[src/rtl/csb_pkg.sv]
// Shared types and constants for the cross stencil blur stream unit.
`default_nettype none

package csb_pkg;

    // Line buffer geometry.
    localparam int MAX_WIDTH = 1024;
    localparam int ADDR_W    = $clog2(MAX_WIDTH);

    // Field widths.
    localparam int PIX_W      = 8;
    localparam int VALUE_W    = 12;
    localparam int SUM_W      = PIX_W + 3;
    localparam int W_CFG_W    = 11;
    localparam int H_CFG_W    = 13;
    localparam int CFG_DATA_W = 13;
    localparam int CFG_IDX_W  = 1;
    localparam int S_TDATA_W  = 8;
    localparam int M_TDATA_W  = 16;

    // Effective width needs room for both the register value and MAX_WIDTH itself.
    localparam int WEFF_W = (ADDR_W + 1 > W_CFG_W) ? ADDR_W + 1 : W_CFG_W;

    // Configuration reset values.
    localparam int WIDTH_RESET  = 4;
    localparam int HEIGHT_RESET = 4;

    // Largest result value: ten times the largest gray level.
    localparam int VALUE_MAX = 2550;

    // Request kinds carried on s_tuser.
    typedef enum logic [0:0] {
        OP_PIXEL = 1'b0,
        OP_DRAIN = 1'b1
    } op_t;

    // Configuration register indexes.
    typedef enum logic [CFG_IDX_W-1:0] {
        CFG_IMAGE_WIDTH  = 1'b0,
        CFG_IMAGE_HEIGHT = 1'b1
    } cfg_index_t;

    // One line buffer word: the row above and the center row for one column.
    typedef struct packed {
        logic [PIX_W-1:0] above;
        logic [PIX_W-1:0] center;
    } line_word_t;

    // One result item.
    typedef struct packed {
        logic               last;
        logic [VALUE_W-1:0] value;
    } result_t;

endpackage

`default_nettype wire

[src/rtl/csb_skid.sv]
// Output register with a skid stage so requests keep flowing while a result waits.
`default_nettype none

module csb_skid (
    input  wire logic             aclk,
    input  wire logic             aresetn,
    input  wire logic             push,
    input  wire csb_pkg::result_t push_data,
    output logic                  push_ready,
    output logic                  out_valid,
    input  wire logic             out_ready,
    output csb_pkg::result_t      out_data
);

    logic             out_valid_reg, out_valid_next;
    csb_pkg::result_t out_data_reg, out_data_next;
    logic             skid_valid_reg, skid_valid_next;
    csb_pkg::result_t skid_data_reg, skid_data_next;

    // The output register refills from the skid stage first, else from the core.
    always_comb begin
        out_valid_next  = out_valid_reg;
        out_data_next   = out_data_reg;
        skid_valid_next = skid_valid_reg;
        skid_data_next  = skid_data_reg;
        if (!out_valid_reg || out_ready) begin
            if (skid_valid_reg) begin
                out_valid_next  = 1'b1;
                out_data_next   = skid_data_reg;
                skid_valid_next = 1'b0;
            end else begin
                out_valid_next = push;
                out_data_next  = push_data;
            end
        end else if (push) begin
            skid_valid_next = 1'b1;
            skid_data_next  = push_data;
        end
    end

    always_ff @(posedge aclk) begin
        if (!aresetn) begin
            out_valid_reg  <= 1'b0;
            skid_valid_reg <= 1'b0;
        end else begin
            out_valid_reg  <= out_valid_next;
            skid_valid_reg <= skid_valid_next;
        end
        out_data_reg  <= out_data_next;
        skid_data_reg <= skid_data_next;
    end

    assign push_ready = !skid_valid_reg;
    assign out_valid  = out_valid_reg;
    assign out_data   = out_data_reg;

endmodule

`default_nettype wire

[config.mk]
export PLATFORM = sky130hd
export DESIGN_NAME = csb_skid
export DESIGN_NICKNAME = d
export VERILOG_FILES = /design/src/rtl/csb_pkg.sv /design/src/rtl/csb_skid.sv
export SDC_FILE = /design/constraint.sdc
export NUM_CORES = 1
export LEC_CHECK = 0
export CAP_MARGIN = 15
export CORE_MARGIN = 4
export CORE_UTILIZATION = 41
export CTS_CLUSTER_SIZE = 10
export DETAILED_ROUTE_END_ITERATION = 16
export DONT_BUFFER_PORTS = 1
export GPL_TIMING_DRIVEN = 0
export PLACE_DENSITY = 0.66
export SLEW_MARGIN = 20
export SYNTH_ARGS = -nofsm -noshare
export SYNTH_HDL_FRONTEND = slang
export SYNTH_SLANG_ARGS = --single-unit
[constraint.sdc]
create_clock -name aclk -period 4.35 [get_ports aclk]
set_clock_uncertainty 0.1 [all_clocks]
set_input_delay 0.2175 -clock aclk [delete_from_list [all_inputs] [get_ports aclk]]
set_output_delay 0.2175 -clock aclk [all_outputs]
set_load 0.01 [all_outputs]
Word level (Yosys, flattened, before mapping). Index checks and enable logic that the tools add are counted.

Register bits after elaboration: 28. Input bits: 17. Output and inout port bits: 15. Word-level logic and storage cells: 15.

Muxes and demuxes: 2. Bitwise operators: 2. Reduce and logical (&&, ||, !) cells: 5.

Operator list (number): two-way mux 13 bit (1); logical NOT 1 bit (2); NOT 1 bit (2); AND reduction 2 bit (1); OR reduction 2 bit (1); logical OR 1 bit (1); two-way mux 1 bit (1).

Logic depth before layout (Yosys ltp).
Depth in word-level cells: 4. Mapped depth: 4. Gate-level depth less buffers: 2.

Worst setup path after synthesis. Ideal clock, no wire load.

Kind: reg-to-reg. Start point: register out_valid_reg, in the netlist out_valid. End point: register skid_data_reg[0] (netlist bit) (enable). Setup time: 383 ps. Data arrival time: 1374 ps. Data required time: 3867 ps. Slack: 2494 ps. Cell stages (with the launch flop): 3. Buffers on the path: 0. Clock period less this slack: 1856 ps. Cells stage by stage: dfxtp_1 -> nand2b_1 -> nor2_1.

Cells in the longest elaborated chain, start to end: 4.

Ends and longest elaborated chain: start: declaration (line csb_skid.sv:15) `logic out_valid_reg, out_valid_next;`; start signal: assignment (line csb_skid.sv:46) `out_valid_reg <= out_valid_next;`; logical NOT 1 bit (line csb_skid.sv:26) `if (!out_valid_reg || out_ready) begin`; logical OR 1 bit (line csb_skid.sv:26); NOT 1 bit (no line); AND reduction 2 bit (no line); end signal: assignment (line csb_skid.sv:50) `skid_data_reg <= skid_data_next;`; end: declaration (line csb_skid.sv:18) `csb_pkg::result_t skid_data_reg, skid_data_next;`.

Every way passes these cells. A chain may end at the register's enable or synchronous reset.

Worst setup path after layout.
Start point: register out_valid_reg, in the netlist out_valid. End point: register skid_data_reg[11] (netlist bit) (enable).

The elaborated chain is that of the path after synthesis.

==> results.md <==
- Status: completed
- Net Count, Synth: 67
- Pin count of the biggest net entering global routing: 17
- Clock power share: 0.233
- Post-DRT Antenna Nets: 0
- Final Instance Count excl. Fillers: 104
- Grt ovf: 0
- Root buf cell: clkbuf_4
- Simple-Gate Fraction of Synth Area: 0.0246
- Inserted Diodes: 0
- I/O Buffers: 0
- R2R setup slack: 2.36 ns
- Total die area: 3490 um^2
- Post-route DRC: 0
- H-tree Lvls: 1
- Total clock sinks: 28
- Final setup violation count: 0
- Yosys cell types: 11
- Cell Area, Synth: 1070 um^2
- P_sw: 0.0930 mW
- Period utilisation layout: 0.457
- Fmax: 503 MHz
- Die height: 59.1 um
- Setup Buffers After CTS: 0
- Worst min-delay path class: input pin to flop
- Sequential area share after synthesis: 0.767
- Max Cap Viol: 0
- CTS tree: built
- DRT Wirelength: 1.68 mm
- Power Density: 345 nW/um^2
- Slew @ Worst Pin: 0.766 ns
- CTS clk-pin slew, worst paths: 0.14 ns
- Synth Area in Adders: 0
- # rows: 18
- Initial DRC count: 15
- Synth Warn #: 0
- Antenna violations before repair: 0
- XOR/XNOR share of the synthesized area: 0
- Area growth syn-to-layout: 24.9%
- Reg2reg path depth: 2
- Final Slew Violations: 0
- Initial Util: 0.432
- Gate Count Post-Synth: 50
- Setup TNS: 0 ns
- RR Startpoint: out_valid
- Pleak: 0.472 nW
- Ratio of cells with drive above 1 in the final layout: 0.270
- #FFs+latches synth: 28
- Area of the multi-input gates: 213 um^2
- Register share of total power: 0.693
- Total number of vias: 492
- DRT Pass-1 Iters: 2
- Placed cells: 80
- Setup CP Type: flop to flop
- Clock Latency Late Sink: 0.31 ns
- Syn_area_per_cell: 21.4 um^2
- First-pass GRT wire length: 2.48 mm
- Switching share of power: 0.202
- Synth Area in Compound Gates: 0.00702
- Largest family of logic cells by synthesized area: multiplexers
- Wire length per cell: 16.2 um
- Crit path launch type: flop
- Hold path startpoint: push
- # IOs: 32
- Int Power: 0.368 mW
- WHS Endpoint: skid_data_reg[3]
- Fillers: 202
- DP Wirelength: 1.08 mm
- Logic pwr share: 0.074
- Max Root-Sink Buffers: 2
- RSZ-0062 raised after global routing: no
- Critical path fanouts, max: 16
- Fin nets: 92
- CP arrival: 1.86 ns
- RePlAce Congestion: 0.594
- Register area: 821 um^2
- Crit Reg-Reg Endpoint: skid_data_reg[11]
- Mux contribution to synthesized area: 0.165
- Fin crit period: 1.99 ns
- Core Area: 2480 um^2
- Vias in the first global route: 518
- Critical Path RT: 4.22 ns
- Rel. slew slack: 0.490
- Die width: 59.1 um
- Final Hold Fails: 0
- Routed vias/inst: 4.73
- CP endpoint kind: flop
- All-Layer GR Usage: 0.103
- Worst VDD drop: 0.000185 V
- CTS buffer count: 3
- Hold Path Depth: 2
repair_timing:
| item | CTS | global route |
|---|---|---|
| setup endpoints to repair | 0 | 0 |
| hold buffers | 15 | 5 |
| endpoints found under the hold margin | 23 | 5 |
| resized for setup | 0 | 0 |
per-layer routing:
layer	vias up	global-route usage	wire length, um	part of all wire
li1	237	-	-	-
met1	237	0.102	638	0.38
met2	16	0.189	977	0.58
met3	2	0.0283	44	0.026
met4	0	0.0583	24	0.014
met5	-	0	0	0
layout by cell type, fill, tap and decap left out, drive strengths merged:
cell	instances
a21boi	1
buf	2
clkbuf	4
dfxtp	2
dlygate4sd3	20
edfxtp	26
inv	2
mux2	13
nand2b	1
nor2	2
nor3b	1
per-stage QoR:
stage	hold slack, ns	worst slack (ns)	total power [mW]	instance area [um^2]	utilization
final	0.158	2.36	0.461	1340	0.539
after global routing	0.158	2.19	0.479	1340	0.539
after CTS	0.000193	1.96	0.463	1280	0.518
after detailed placement	0.216	1.97	0.345	1110	0.447
after global placement	0.216	2.01	0.344	1110	0.447
after floorplan	0.216	2.49	0.340	1070	-
critical path, stage by stage (launching register included):
cell and delay, ns:
dfxtp_1 0.42, nand2b_1 0.43, nor2_2 0.69
cells by family (layout without fill, tap and decap cells):
group	after synthesis	count (layout)
compound gates	1	1
buf+inv	4	28
flops	28	28
mux	13	13
simple gates	4	4
power by group through the flow:
stage,clock network [mW],registers [mW],logic [mW]
2_1_floorplan,0,0.324,0.0163
3_3_place_gp,0,0.325,0.0185
3_5_place_dp,0,0.326,0.0190
4_1_cts,0.112,0.320,0.0310
5_1_grt,0.121,0.321,0.0373
6_report,0.107,0.319,0.0343
layout make-up:
class	instances	share of cell area
plain buffers	2	0.0234
clock buffers	4	0.0197
inverters	2	0.00562
repair buffers	20	0.150
flip-flops and latches	28	0.614
well taps	30	0.0281
multi-input cells	18	0.159
worst max path at each step:
stage / start / endpoint / slack, ns / cells after the start
floorplan: out_valid / skid_data_reg[0] / 2.49 / 2
global placement: out_valid / skid_data_reg[2] / 2.01 / 2
detailed placement: out_valid / skid_data_reg[12] / 1.97 / 2
CTS: out_valid / skid_data_reg[12] / 1.96 / 2
global route: out_valid / skid_data_reg[11] / 2.19 / 2
finish: out_valid / skid_data_reg[11] / 2.36 / 2
Yosys cell counts:
| master | instances | area, um^2 |
|---|---|---|
| edfxtp_1 | 26 | 781 |
| mux2_4 | 8 | 120 |
| mux2_2 | 5 | 56.3 |
| dfxtp_1 | 2 | 40.0 |
| inv_1 | 2 | 7.51 |
| nor2_1 | 2 | 7.51 |
| a21boi_0 | 1 | 7.51 |
| buf_12 | 1 | 20.0 |
| buf_6 | 1 | 11.3 |
| nand2b_1 | 1 | 6.26 |
| nor3b_2 | 1 | 12.5 |
No activity file was read; power rests on OpenSTA's default activity.
